### src/hw/rtl/crcfp_pkg.sv
`timescale 1ns / 1ps

package crcfp_pkg;

   // Default frame length limit before an open frame is dropped
   localparam int MAX_FRAME_BYTES_DEF = 8;

   // Frame positions that are stored (bytes 0 to 6); only bytes 0 to 4 are read back
   localparam int STORE_BYTES = 7;
   localparam int STORE_IDX_W = 3;

   localparam logic [7:0] CRC_POLY        = 8'h31;
   localparam logic [7:0] HDR_SPEED       = 8'hEE;
   localparam logic [7:0] HDR_DIR         = 8'hCC;
   localparam logic [7:0] MARK_02         = 8'h02;
   localparam logic [7:0] TAIL_SPEED      = 8'hFF;
   localparam logic [7:0] TAIL_DIR        = 8'h33;
   localparam logic [7:0] SPEED_CMD_RESET = 8'h07;

   // Result kinds
   localparam logic KIND_SPEED = 1'b0;
   localparam logic KIND_DIR   = 1'b1;

   typedef struct packed {
      logic       kind;
      logic [7:0] value;
   } result_type;

   // One byte of CRC-8, polynomial 0x31, MSB first
   function automatic logic [7:0] crc8_byte(input logic [7:0] crc, input logic [7:0] data);
      logic [7:0] c;
      c = crc ^ data;
      for (int b = 0; b < 8; b++) begin
         if (c[7]) begin
            c = {c[6:0], 1'b0} ^ CRC_POLY;
         end else begin
            c = {c[6:0], 1'b0};
         end
      end
      return c;
   endfunction

endpackage

### src/hw/rtl/crcfp_parser.sv
`timescale 1ns / 1ps

module crcfp_parser
   import crcfp_pkg::*;
#(
   parameter int MAX_FRAME_BYTES = MAX_FRAME_BYTES_DEF
) (
   input  logic       clock,
   input  logic       reset,
   input  logic       csr_wr_en,
   input  logic [7:0] csr_wr_data,
   input  logic       byte_valid,
   input  logic [7:0] byte_data,
   output logic       res_valid,
   output result_type res_data
);

   localparam int CW = $clog2(MAX_FRAME_BYTES + 1);

   logic [7:0]    speed_cmd_ff;
   logic          in_frame_ff, in_frame_in;
   logic [CW-1:0] count_ff, count_in;
   logic [7:0]    crc_ff, crc_in;
   logic          match4_ff, match5_ff;
   logic [7:0]    bytes_ff [STORE_BYTES];

   logic          start, take;
   logic [CW-1:0] cnt, new_cnt;
   logic          speed_close, dir_close, drop;

   // Open a frame on a header byte while idle
   assign start = !in_frame_ff && ((byte_data == HDR_SPEED) || (byte_data == HDR_DIR));
   assign take  = byte_valid && (in_frame_ff || start);
   assign cnt   = start ? '0 : count_ff;
   assign new_cnt = cnt + CW'(1);

   // Close checks on the byte that completes six or seven bytes
   assign speed_close = (new_cnt == CW'(6)) && (bytes_ff[0] == HDR_SPEED)
                        && (bytes_ff[1] == MARK_02) && (byte_data == TAIL_SPEED);
   assign dir_close   = (new_cnt == CW'(7)) && (bytes_ff[0] == HDR_DIR)
                        && (bytes_ff[3] == MARK_02) && (byte_data == TAIL_DIR);
   assign drop        = (new_cnt == CW'(MAX_FRAME_BYTES));

   // Running CRC over the frame bytes
   assign crc_in = crc8_byte(start ? 8'h00 : crc_ff, byte_data);

   always_comb begin
      in_frame_in = in_frame_ff;
      count_in    = count_ff;
      if (take) begin
         count_in    = new_cnt;
         in_frame_in = !(speed_close || dir_close || drop);
      end
   end

   // Build the result of this byte
   always_comb begin
      res_valid      = 1'b0;
      res_data.kind  = KIND_SPEED;
      res_data.value = bytes_ff[3];
      if (take && speed_close) begin
         res_valid = (bytes_ff[2] == speed_cmd_ff) && match4_ff;
      end else if (take && dir_close) begin
         res_valid      = match5_ff;
         res_data.kind  = KIND_DIR;
         res_data.value = bytes_ff[4];
      end
   end

   // Control state
   always_ff @(posedge clock) begin
      if (reset) begin
         speed_cmd_ff <= SPEED_CMD_RESET;
         in_frame_ff  <= 1'b0;
         count_ff     <= '0;
      end else begin
         if (csr_wr_en) begin
            speed_cmd_ff <= csr_wr_data;
         end
         in_frame_ff <= in_frame_in;
         count_ff    <= count_in;
      end
   end

   // Frame bytes, CRC and check flags
   always_ff @(posedge clock) begin
      if (take) begin
         crc_ff <= crc_in;
         if (cnt < CW'(STORE_BYTES)) begin
            bytes_ff[cnt[STORE_IDX_W-1:0]] <= byte_data;
         end
         if (cnt == CW'(4)) begin
            match4_ff <= (crc_ff == byte_data);
         end
         if (cnt == CW'(5)) begin
            match5_ff <= (crc_ff == byte_data);
         end
      end
   end

endmodule

### src/hw/rtl/crcfp_outq.sv
`timescale 1ns / 1ps

module crcfp_outq
   import crcfp_pkg::*;
(
   input  logic       clock,
   input  logic       reset,
   input  logic       push,
   input  result_type push_data,
   output logic       space,
   output logic       out_valid,
   input  logic       out_ready,
   output result_type out_data
);

   logic [1:0] count_ff;
   logic       wr_ptr_ff, rd_ptr_ff;
   result_type slot_ff [2];
   logic       pop;

   assign pop       = out_valid && out_ready;
   assign out_valid = (count_ff != 2'd0);
   assign space     = (count_ff != 2'd2);
   assign out_data  = slot_ff[rd_ptr_ff];

   // Advance pointers and count
   always_ff @(posedge clock) begin
      if (reset) begin
         count_ff  <= 2'd0;
         wr_ptr_ff <= 1'b0;
         rd_ptr_ff <= 1'b0;
      end else begin
         if (push) begin
            wr_ptr_ff <= !wr_ptr_ff;
         end
         if (pop) begin
            rd_ptr_ff <= !rd_ptr_ff;
         end
         count_ff <= count_ff + {1'b0, push} - {1'b0, pop};
      end
   end

   // Hold the queued results
   always_ff @(posedge clock) begin
      if (push) begin
         slot_ff[wr_ptr_ff] <= push_data;
      end
   end

endmodule

### src/hw/rtl/crc8_command_frame_parser.sv
`timescale 1ns / 1ps

// Framed command parser: takes one received byte per transfer and can accept a
// byte every clock cycle while req_tready is high; the byte that closes a valid
// frame queues its result for the rsp side. A running CRC-8 (polynomial 0x31) is
// updated as each byte is taken, so closing a frame needs no extra CRC pass. A
// two-entry result queue separates the sides: req_tready drops only while two
// results wait unread. A speed frame reads EE 02 cmd val crc FF, with cmd equal
// to the csr register (reset 0x07); a direction frame reads CC x x 02 val crc 33.
// A frame that reaches MAX_FRAME_BYTES bytes without closing is dropped.
module crc8_command_frame_parser
   import crcfp_pkg::*;
#(
   parameter int MAX_FRAME_BYTES = MAX_FRAME_BYTES_DEF
) (
   input  logic       clock,
   input  logic       reset,
   input  logic       csr_wr_en,
   input  logic [7:0] csr_wr_data,
   input  logic       req_tvalid,
   output logic       req_tready,
   input  logic [7:0] req_tdata,   // [7:0] rx_byte
   output logic       rsp_tvalid,
   input  logic       rsp_tready,
   output logic [7:0] rsp_tdata,   // [7:0] result_value
   output logic       rsp_tuser    // [0] result_kind
);

   logic       space;
   logic       res_valid;
   result_type res_data, out_data;

   assign req_tready = space;

   crcfp_parser #(
      .MAX_FRAME_BYTES(MAX_FRAME_BYTES)
   ) u_parser (
      .clock      (clock),
      .reset      (reset),
      .csr_wr_en  (csr_wr_en),
      .csr_wr_data(csr_wr_data),
      .byte_valid (req_tvalid && space),
      .byte_data  (req_tdata),
      .res_valid  (res_valid),
      .res_data   (res_data)
   );

   crcfp_outq u_outq (
      .clock    (clock),
      .reset    (reset),
      .push     (res_valid),
      .push_data(res_data),
      .space    (space),
      .out_valid(rsp_tvalid),
      .out_ready(rsp_tready),
      .out_data (out_data)
   );

   assign rsp_tdata = out_data.value;
   assign rsp_tuser = out_data.kind;

endmodule

### config.mk
export PLATFORM = sky130hd
export DESIGN_NAME = crc8_command_frame_parser
export DESIGN_NICKNAME = d
export VERILOG_FILES = /design/src/hw/rtl/crcfp_pkg.sv /design/src/hw/rtl/crcfp_parser.sv /design/src/hw/rtl/crcfp_outq.sv /design/src/hw/rtl/crc8_command_frame_parser.sv
export SDC_FILE = /design/constraint.sdc
export NUM_CORES = 1
export LEC_CHECK = 0
export ABC_AREA = 1
export BUFFER_PORTS_ARGS = -buffer_cell sky130_fd_sc_hd__buf_2
export CORE_UTILIZATION = 50
export DETAILED_ROUTE_END_ITERATION = 7
export PLACE_DENSITY = 0.8
export SLEW_MARGIN = 20
export SYNTH_ARGS = -nofsm -noshare
export SYNTH_HDL_FRONTEND = slang
export SYNTH_SLANG_ARGS = --single-unit
### constraint.sdc
create_clock -name clock -period 8.6 [get_ports clock]
set_input_delay 1.72 -clock clock [delete_from_list [all_inputs] [get_ports clock]]
set_output_delay 1.72 -clock clock [all_outputs]
set_load 0.1 [all_outputs]
# Yosys cells after proc, flatten, opt, wreduce, memory -nomap -nowiden
# Memory sizes are Yosys's and may differ from the RTL's. A register that Yosys moved wholly into a read port is not among the register bits.
# Index checks and enable logic that the tools add are counted.
# word_totals
reg_bits,27
mem_bits_rw,74
in_bits,21
out_inout_bits,11
elab_cells,86
mem_count,2
# op_classes
addsub,3
magnitude_cmp,1
eq_ne,16
mux,21
bitwise,9
n_reduce_logical,24
# mem_list
memory,depth,word_bits,read_ports,rd_ports_with_merged_regs,write_ports,line,source
u_parser.bytes_ff,7,8,5,0,1,crcfp_parser.sv:25,logic [7:0] bytes_ff [STORE_BYTES];
u_outq.slot_ff,2,9,1,1,1,crcfp_outq.sv:18,result_type slot_ff [2];
# ops
op,count
$mux 6,8
$eq 8x8->1 const B,5
$not 3->3,8
$mux 9,2
$eq 4x3->1 const B,4
$eq 8x2->1 const B,2
$eq 8x8->1,2
$logic_and 1x1->1,13
$mux 1,9
$eq 8x6->1 const B,1
$mux 8,1
$xor 8x8->8,1
$add 4x1->4 const B,1
$eq 4x4->1 const B,1
$logic_not 1->1,4
$logic_or 1x1->1,4
$lt 4x3->1 const B,1
$mux 4,1
$reduce_and 2->1,2
$add 2x1->2,1
$ne 2x2->1 const B,1
$reduce_bool 2->1,1
$sub 2x1->2,1

# Depth between registers and ports, before layout
# Gate-level depths: netlist of the first run.
# logic_depth
ltp_word,21
mapped_depth,23
depth_no_buf,22

# Modules after synthesis
# Synthesis of the first run repeated with hierarchy kept, for this count alone.
# unflattened
cells_unflattened,375
area_unflattened_um2,3913.8
# modules_own_cells
mod,instances,cells_per_inst,area_per_inst_um2,seq_area_each_um2
crcfp_parser,1,309,2977.9,1761.7
crcfp_outq,1,64,928.4,640.6
crc8_command_frame_parser,1,2,7.5,0.0

# Worst setup path after synthesis of the first run
# OpenSTA, ideal clock, no wires.
# synth_timing
path_type,in2reg
startpoint,in req_tdata[7]
endpoint,reg u_outq.count_ff[1]
setup_time_ps,120
arrival_time_ps,4093
t_required_ps,8480
setup_slack_ps,4387
stages,21
path_buffers,1
path_cell_list,nand2_1 > nor3_2 > nand3_4 > buf_8 > nand2_1 > inv_1 > ha_1 > nand3_1 > nor3_1 > nand2_1 > nor2_1 > nor2_1 > nand4_1 > nand2_1 > inv_2 > ha_1 > inv_1 > ha_1 > xor2_1 > o21ai_0 > a21oi_1
# synth_between
elab_chain_len,14
elab_cells_between_ends,24
cone_classes,3 x add/sub; 6 x eq/ne; 3 x mux; 12 x reduce/logical
# synth_rtl
item,line,source
"start, declared",crc8_command_frame_parser.sv:22,"input logic [7:0] req_tdata,"
$eq 8x8->1,crcfp_parser.sv:32,assign start = !in_frame_ff && ((byte_data == HDR_SPEED) || (byte_data == HDR_DIR));
$logic_or 1x1->1 (*),crcfp_parser.sv:32,
$logic_and 1x1->1 (*),crcfp_parser.sv:32,
$mux 4 (*),crcfp_parser.sv:34,assign cnt = start ? '0 : count_ff;
$add 4x1->4 (*),crcfp_parser.sv:35,assign new_cnt = cnt + CW'(1);
via u_parser.new_cnt[0],crcfp_parser.sv:28,"logic [CW-1:0] cnt, new_cnt;"
$eq 4x3->1,crcfp_parser.sv:40,assign dir_close = (new_cnt == CW'(7)) && (bytes_ff[0] == HDR_DIR)
$logic_and 1x1->1,crcfp_parser.sv:40,
$logic_and 1x1->1 (2 in series),crcfp_parser.sv:41,&& (bytes_ff[3] == MARK_02) && (byte_data == TAIL_DIR);
$logic_and 1x1->1,crcfp_parser.sv:63,end else if (take && dir_close) begin
$mux 1,crcfp_parser.sv:63,
$mux 1 (*),crcfp_parser.sv:61,if (take && speed_close) begin
$add 2x1->2 (*),crcfp_outq.sv:39,"count_ff <= count_ff + {1'b0, push} - {1'b0, pop};"
$sub 2x1->2 (*),crcfp_outq.sv:39,
"end signal, assigned",crcfp_outq.sv:39,
"end, declared",crcfp_outq.sv:16,logic [1:0] count_ff;
# Mark *: on every way through the listed nets, which the timed path passes. The rest lies on a longest branch.
# A chain may end at the register's enable or synchronous reset.

# Final worst setup path of the first run
# layout_timing
startpoint,in req_tdata[5]
endpoint,reg u_outq.count_ff[1]
# Same word-level chain as after synthesis.

==> results of run 1 <==
[area by class of cell]
type                    count  area share [%]
flip-flops and latches     86            53.1
repair buffers             33            3.76
inverters                  48            3.98
clock buffers              11            2.91
clock inverters             5            1.85
well taps                 102            2.82
multi-input cells         243            31.5
[power by group through the flow]
| stage | logic (mW) | registers, mW | clock network [mW] |
|---|---|---|---|
| after floorplan | 0.0583 | 0.473 | 0 |
| after global placement | 0.0770 | 0.474 | 0 |
| after detailed placement | 0.0812 | 0.474 | 0 |
| after CTS | 0.0817 | 0.465 | 0.309 |
| after global routing | 0.0930 | 0.465 | 0.324 |
| final | 0.0821 | 0.465 | 0.305 |
[worst max-delay path, delay by kind of cell]
family / cells / cell delay (ns)
simple gates: 11 / 1.50
fa+ha+maj: 3 / 0.59
xor+xnor: 1 / 0.17
compound gates: 2 / 0.22
buf+inv: 5 / 0.60
[layer usage]
metal | track usage, % | part of all wire [%] | routed length (µm) | vias to the layer above
li1 | - | - | - | 1363
met1 | 23.6 | 41 | 3240 | 1304
met2 | 37.0 | 51 | 3980 | 107
met3 | 4.89 | 5.8 | 454 | 16
met4 | 8.33 | 2.4 | 192 | 0
met5 | 0 | 0 | 0 | -
[cells in the mapped netlist, drive strengths merged (2+ instances only)]
master	n	area share [%]
edfxtp	68	51
nor3	14	1.9
nand3	22	3.7
nor3b	3	0.56
inv	48	4.5
xor2	12	3.2
mux2	9	2.5
dfxtp	18	9.0
nor2	30	3.0
or2	4	0.62
a21boi	2	0.37
o21ai	16	2.0
ha	6	1.9
a21oi	15	1.9
o22ai	2	0.31
nand4	9	1.6
nand2	84	8.5
clkbuf	3	0.28
buf	2	0.50
o211ai	3	0.68
nand3b	2	0.37
xnor2	7	1.5
nor4	2	0.31
[metrics by stage]
stage               hold slack, ns  instance area (µm²)  power (mW)  util [%]
floorplan                    0.425                 4030       0.531         -
global placement             0.436                 4290       0.551      55.3
detailed placement           0.449                 4290       0.555      55.3
CTS                          0.461                 4510       0.855      58.0
global route                 0.479                 4520       0.882      58.2
finish                       0.458                 4520       0.852      58.2
[state kept, by name, indices dropped and copies added, names as in the netlist, named ones only]
name	count
u_parser.bytes_ff	40
u_parser.match5_ff	1
u_parser.count_ff	4
u_parser.match4_ff	1
u_outq.count_ff	2
u_outq.wr_ptr_ff	1
u_parser.in_frame_ff	1
u_outq.slot_ff	18
u_parser.speed_cmd_ff	8
u_outq.rd_ptr_ff	1
u_parser.crc_ff	8
[final timing paths]
check,to,depth (start not counted)
worst max register to register,u_outq.count_ff[1],19
worst min-delay path,u_outq.rd_ptr_ff,1
worst min register to register,u_outq.rd_ptr_ff,1
worst max-delay path,u_outq.count_ff[1],22
[logic make-up (layout without fill, tap and decap cells)]
family / after synthesis / in the layout / synth area share, %
AND/OR/NAND/NOR: 170 / 170 / 20.6
adder cells (fa/ha/maj): 6 / 6 / 1.87
multiplexers: 9 / 9 / 2.52
AO/OA/AOI/OAI: 39 / 39 / 5.41
buffers and inverters: 53 / 97 / 5.25
XOR/XNOR: 19 / 19 / 4.69
flip-flops: 86 / 86 / 59.7
==> impl_metrics.csv, run 1 <==
group,metric,value,unit
critical_path,crit_start,"req_tdata[5]",
timing,setup_viol,0,
flow_run,maxCapViolCount,0,
hold_path,min-delay-start,"u_outq.rd_ptr_ff",
clock_network,clk_latency,0.35,ns
timing,fin_ws,4.07,ns
clock_network,post_cts_buffers,0,
critical_path,reg2reg_setup_slack,5.44,ns
timing,clock-skew-final,0.0122,ns
route,vias,2790,
floorplan,die_w,91.7,µm
timing,min_period,4.53,ns
placement,place_hpwl,5800,µm
route,dr.first_iter.drc_count,215,
clock_network,root_buffer,"clkbuf_8",
global_routing,grt_pass1_wl,13200,µm
floorplan,die_area,8410,µm²
logic_synthesis,ys.flop_type,"edfxtp_1",
cells_and_area,final_nets,448,
critical_path,r2r_start,"u_parser.in_frame_ff",
pwr,ir_worst_vdd,0.000148,V
cells_and_area,fillers,634,
floorplan,io_pins,32,
placement,io_buffers,31,
route,post_drt_via_cell_ratio,5.28,
timing,worst_pin_slew,0.763,ns
placement,gp_congestion,0.925,
pwr,p_int,0.652,mW
global_routing,grt_overflow,0,
global_routing,grt_max_degree,23,
cells_and_area,layout_common_cells,"nand2_1 (75), edfxtp_1 (68), inv_1 (44)",
pwr,p_per_area,189,nW/µm²
timing,rsz0062_at_grt,"no",
critical_path,cp.required,8.88,ns
logic_synthesis,synthDistinctLibCells,36,
cells_and_area,final_cells,528,
clock_network,post_cts_resized,0,
pwr,p_leak,1.80,nW
logic_synthesis,syn_area_per_cell,10.5,µm²
clock_network,tritoncts,"done",
floorplan,rows,32,
critical_path,max_stage_delay,0.24,ns
global_routing,grtUsageTotal,20.6,%
logic_synthesis,synthesis.area,4030,µm²
cells_and_area,final_common_cell,"nand2_1",
pwr,sw_frac_of_total,23.5,%
clock_network,cts_buffers,9,
floorplan,coreArea,7770,µm²
critical_path,endpoint_kind,"flop",
route,wl_per_cell,14.9,µm
logic_synthesis,syn_inst,382,
timing,setup_tns,0,ns
critical_path,crit_chain,"buf_2, inv_1, nor2_1, nor2_2, nand3_4, nand2_1, inv_1, ha_1, nand3_1, nor3_1, nand2_1, nor2_1, nor2_1, nand4_1, nand2_1, inv_2, ha_1, inv_1, ha_1, xor2_1, o21ai_0, a21oi_1",
clock_network,holdBufCountCts,0,
timing,slew_headroom,48.9,%
cells_and_area,seq_area,2400,µm²
clock_network,htree_levels,3,
placement,pre_cts_slack,3.74,ns
critical_path,critPathKind,"input port to flop",
route,final_antenna_net_count,0,
timing,fmax,221,MHz
logic_synthesis,syn_nets,409,
cells_and_area,antennaDiodeCount,0,
logic_synthesis,synth-seq-cells,86,
status,outcome,"finished clean",
logic_synthesis,synth_edf_count,68,
critical_path,cp_max_fo,15,
clock_network,cts.sinks,86,
global_routing,grt_pass1_vias,2810,
placement,place_inst,512,
route,drt-total-wl,7870,µm
logic_synthesis,async_flop_share,0,%
pwr,power_frac_seq,54.5,%
logic_synthesis,yosys_warnings,0,
critical_path,crit_path_start_kind,"input port",
critical_path,arrival,4.81,ns
floorplan,start_util,51.8,%
hold_path,holdCritPathClass,"flop to flop",
global_routing,antenna_found_initial,0,
pwr,comb_power_share,9.6,%
route,drc,0,
clock_network,clockBufferDepth,2,
cells_and_area,multi_input_area,1430,µm²
cells_and_area,synthToLayoutAreaGrowth,12.3,%
cells_and_area,final_layout_size_suffix_gt1_share,20.9,%
floorplan,chipHeight,91.7,µm
timing,hold_violations,0,
timing,slew_violations,0,
pwr,switchingPower,0.200,mW
logic_synthesis,synth.yosys.seq_area_share,59.7,%
critical_path,critPathSlowestCell,"nor2_1",
route,drt_first_pass_iters,5,
pwr,clockPowerShare,35.8,%
timing,min_period_over_period,52.6,%
clock_network,path_clk_slew,0.08,ns
Power figures use the tool's default switching activity.
==> run 2: changes to the inputs <==
Clock period 8.6 ns to 4.6 ns, I/O delays scaled along.
==> run 2 against run 1 <==
Cell area increased by 0.86%. Setup slack got worse by 3.1 ns. Non-clock buffer count increased by 4. Sequential power increased by 87%. Register-to-register slack got worse by 3.9 ns. Die area unchanged. Sequential cell count unchanged. Total power increased by 93%. Critical path depth decreased by 1. First-iteration DRC count increased by 6.5%. Sequential share of layout area decreased by 0.45 points. Combinational power increased by 89%.
==> impl_metrics.csv, run 2 (same netlist as run 1, synthesis figures left out) <==
group,metric,value,unit
placement,place_hpwl,5740,µm
clock_network,post_cts_resized,0,
cells_and_area,final_common_cell,"nand2_1",
route,dr.first_iter.drc_count,229,
pwr,comb_power_share,9.4,%
cells_and_area,fin_util,58.7,%
hold_path,holdCritPathClass,"flop to flop",
hold_path,min-delay-start,"u_outq.rd_ptr_ff",
critical_path,endpoint_kind,"flop",
route,drt_first_pass_iters,5,
pwr,ir_worst_vdd,0.000228,V
timing,fin_ws,0.957,ns
floorplan,io_pins,32,
critical_path,r2r_start,"u_parser.in_frame_ff",
timing,slew_headroom,51.0,%
timing,clock-skew-final,0.00606,ns
timing,fmax,275,MHz
floorplan,chipHeight,91.7,µm
route,vias,2842,
timing,rsz0062_at_grt,"no",
timing,min_period,3.64,ns
floorplan,die_area,8410,µm²
critical_path,reg2regPathDepth,19,
route,wl_per_cell,14.9,µm
global_routing,grt_pass1_wl,13100,µm
cells_and_area,antennaDiodeCount,0,
cells_and_area,layout_common_cells,"nand2_1 (75), edfxtp_1 (68), inv_1 (44)",
pwr,p_leak,1.84,nW
cells_and_area,final_layout_size_suffix_gt1_share,20.9,%
route,post_drt_via_cell_ratio,5.34,
timing,slew_violations,0,
global_routing,antenna_found_initial,0,
route,final_antenna_net_count,0,
flow_run,maxCapViolCount,0,
critical_path,cp.required,4.88,ns
clock_network,clockBufferDepth,2,
cells_and_area,final_nets,452,
clock_network,post_cts_buffers,0,
pwr,power_frac_seq,52.7,%
pwr,p_int,1.27,mW
route,drt-total-wl,7950,µm
clock_network,clk_latency,0.35,ns
critical_path,critPathKind,"input port to flop",
timing,setup_viol,0,
timing,hold_violations,0,
critical_path,arrival,3.93,ns
critical_path,crit_start,"req_tdata[6]",
global_routing,grt_max_degree,22,
pwr,p_per_area,362,nW/µm²
placement,gp_congestion,0.905,
critical_path,reg2reg_setup_slack,1.53,ns
global_routing,grt_overflow,0,
floorplan,die_w,91.7,µm
clock_network,cts.sinks,86,
floorplan,start_util,51.8,%
clock_network,cts_buffers,9,
clock_network,tritoncts,"done",
timing,min_period_over_period,79.2,%
placement,io_buffers,31,
floorplan,rows,32,
critical_path,timing.rr.end,"u_outq.count_ff[1]",
timing,worst_pin_slew,0.732,ns
route,drc,0,
cells_and_area,largest_reg_flops,40,
pwr,clockPowerShare,37.9,%
timing,setup_tns,0,ns
pwr,sw_frac_of_total,22.7,%
critical_path,crit_path_start_kind,"input port",
global_routing,grt_pass1_vias,2810,
cells_and_area,synthToLayoutAreaGrowth,13.3,%
critical_path,cp_max_fo,15,
clock_network,root_buffer,"clkbuf_8",
placement,pre_cts_slack,0.658,ns
global_routing,grtUsageTotal,20.5,%
status,outcome,"finished clean",
clock_network,path_clk_slew,0.08,ns
pwr,switchingPower,0.375,mW
hold_path,whs_path_depth,1,
clock_network,holdBufCountCts,0,
floorplan,coreArea,7770,µm²
clock_network,htree_levels,3,
run 2: cell count changes in the layout (fill, tap and decap cells not counted):
| cell | change |
|---|---|
| inv_6 | -1 |
| buf_4 | +4 |
| nor3_2 | -3 |
| clkinvlp_4 | -2 |
| nor3_1 | +3 |
| bufinv_16 | +1 |
| clkinv_4 | +2 |
run 2: power by group through the flow:
stage               sequential [mW]  clock, mW  combinational, mW
floorplan                     0.884          0              0.109
finish                        0.870      0.625              0.155
global route                  0.871      0.665              0.173
global placement              0.886          0              0.146
CTS                           0.869      0.632              0.154
detailed placement            0.887          0              0.153
run 2: how the worst max path moves through the flow:
stage	end	slack (ns)
6_report	u_outq.count_ff[1]	0.96
5_1_grt	u_outq.count_ff[1]	0.64
4_1_cts	u_outq.count_ff[1]	0.98
3_5_place_dp	u_outq.count_ff[1]	0.66
3_3_place_gp	u_outq.slot_ff[1][0]	0.80
2_1_floorplan	u_outq.count_ff[1]	1.19
run 2: through the flow:
| stage | instances | power [mW] | cell area [µm²] | hold slack (ns) |
|---|---|---|---|---|
| after floorplan | 382 | 0.993 | 4030 | 0.425 |
| after global placement | 516 | 1.03 | 4320 | 0.437 |
| after detailed placement | 516 | 1.04 | 4320 | 0.450 |
| after CTS | 532 | 1.66 | 4560 | 0.465 |
| after global routing | 532 | 1.71 | 4560 | 0.480 |
| final | 532 | 1.65 | 4560 | 0.467 |
run 2: layout make-up:
type | count | area (µm²)
flip-flops and latches | 86 | 2400
multi-input cells | 243 | 1410
clock buffers | 11 | 131
clock inverters | 5 | 108
repair buffers | 37 | 200
fillers | 639 | 3210
well taps | 102 | 128
inverters | 48 | 180
run 2: per-layer routing:
layer,GRT usage (%),share of wire (%),vias up
met1,23.4,42,1334
met3,5.31,5.1,23
met5,0,0,-
li1,-,-,1380
met2,36.7,51,105
met4,7.81,2.4,0
run 2: worst max-delay path, stage by stage:
cell	delay, ns
buf_2	0.19
nand2_1	0.11
nor3_2	0.22
nand3_4	0.25
nand2_1	0.23
inv_1	0.12
ha_1	0.22
nand3_1	0.09
nor3_1	0.06
nand2_1	0.06
nor2_1	0.06
nor2_1	0.15
nand4_1	0.14
nand2_1	0.10
inv_2	0.05
ha_1	0.29
inv_1	0.06
ha_1	0.15
xor2_1	0.19
o21ai_0	0.10
a21oi_1	0.15
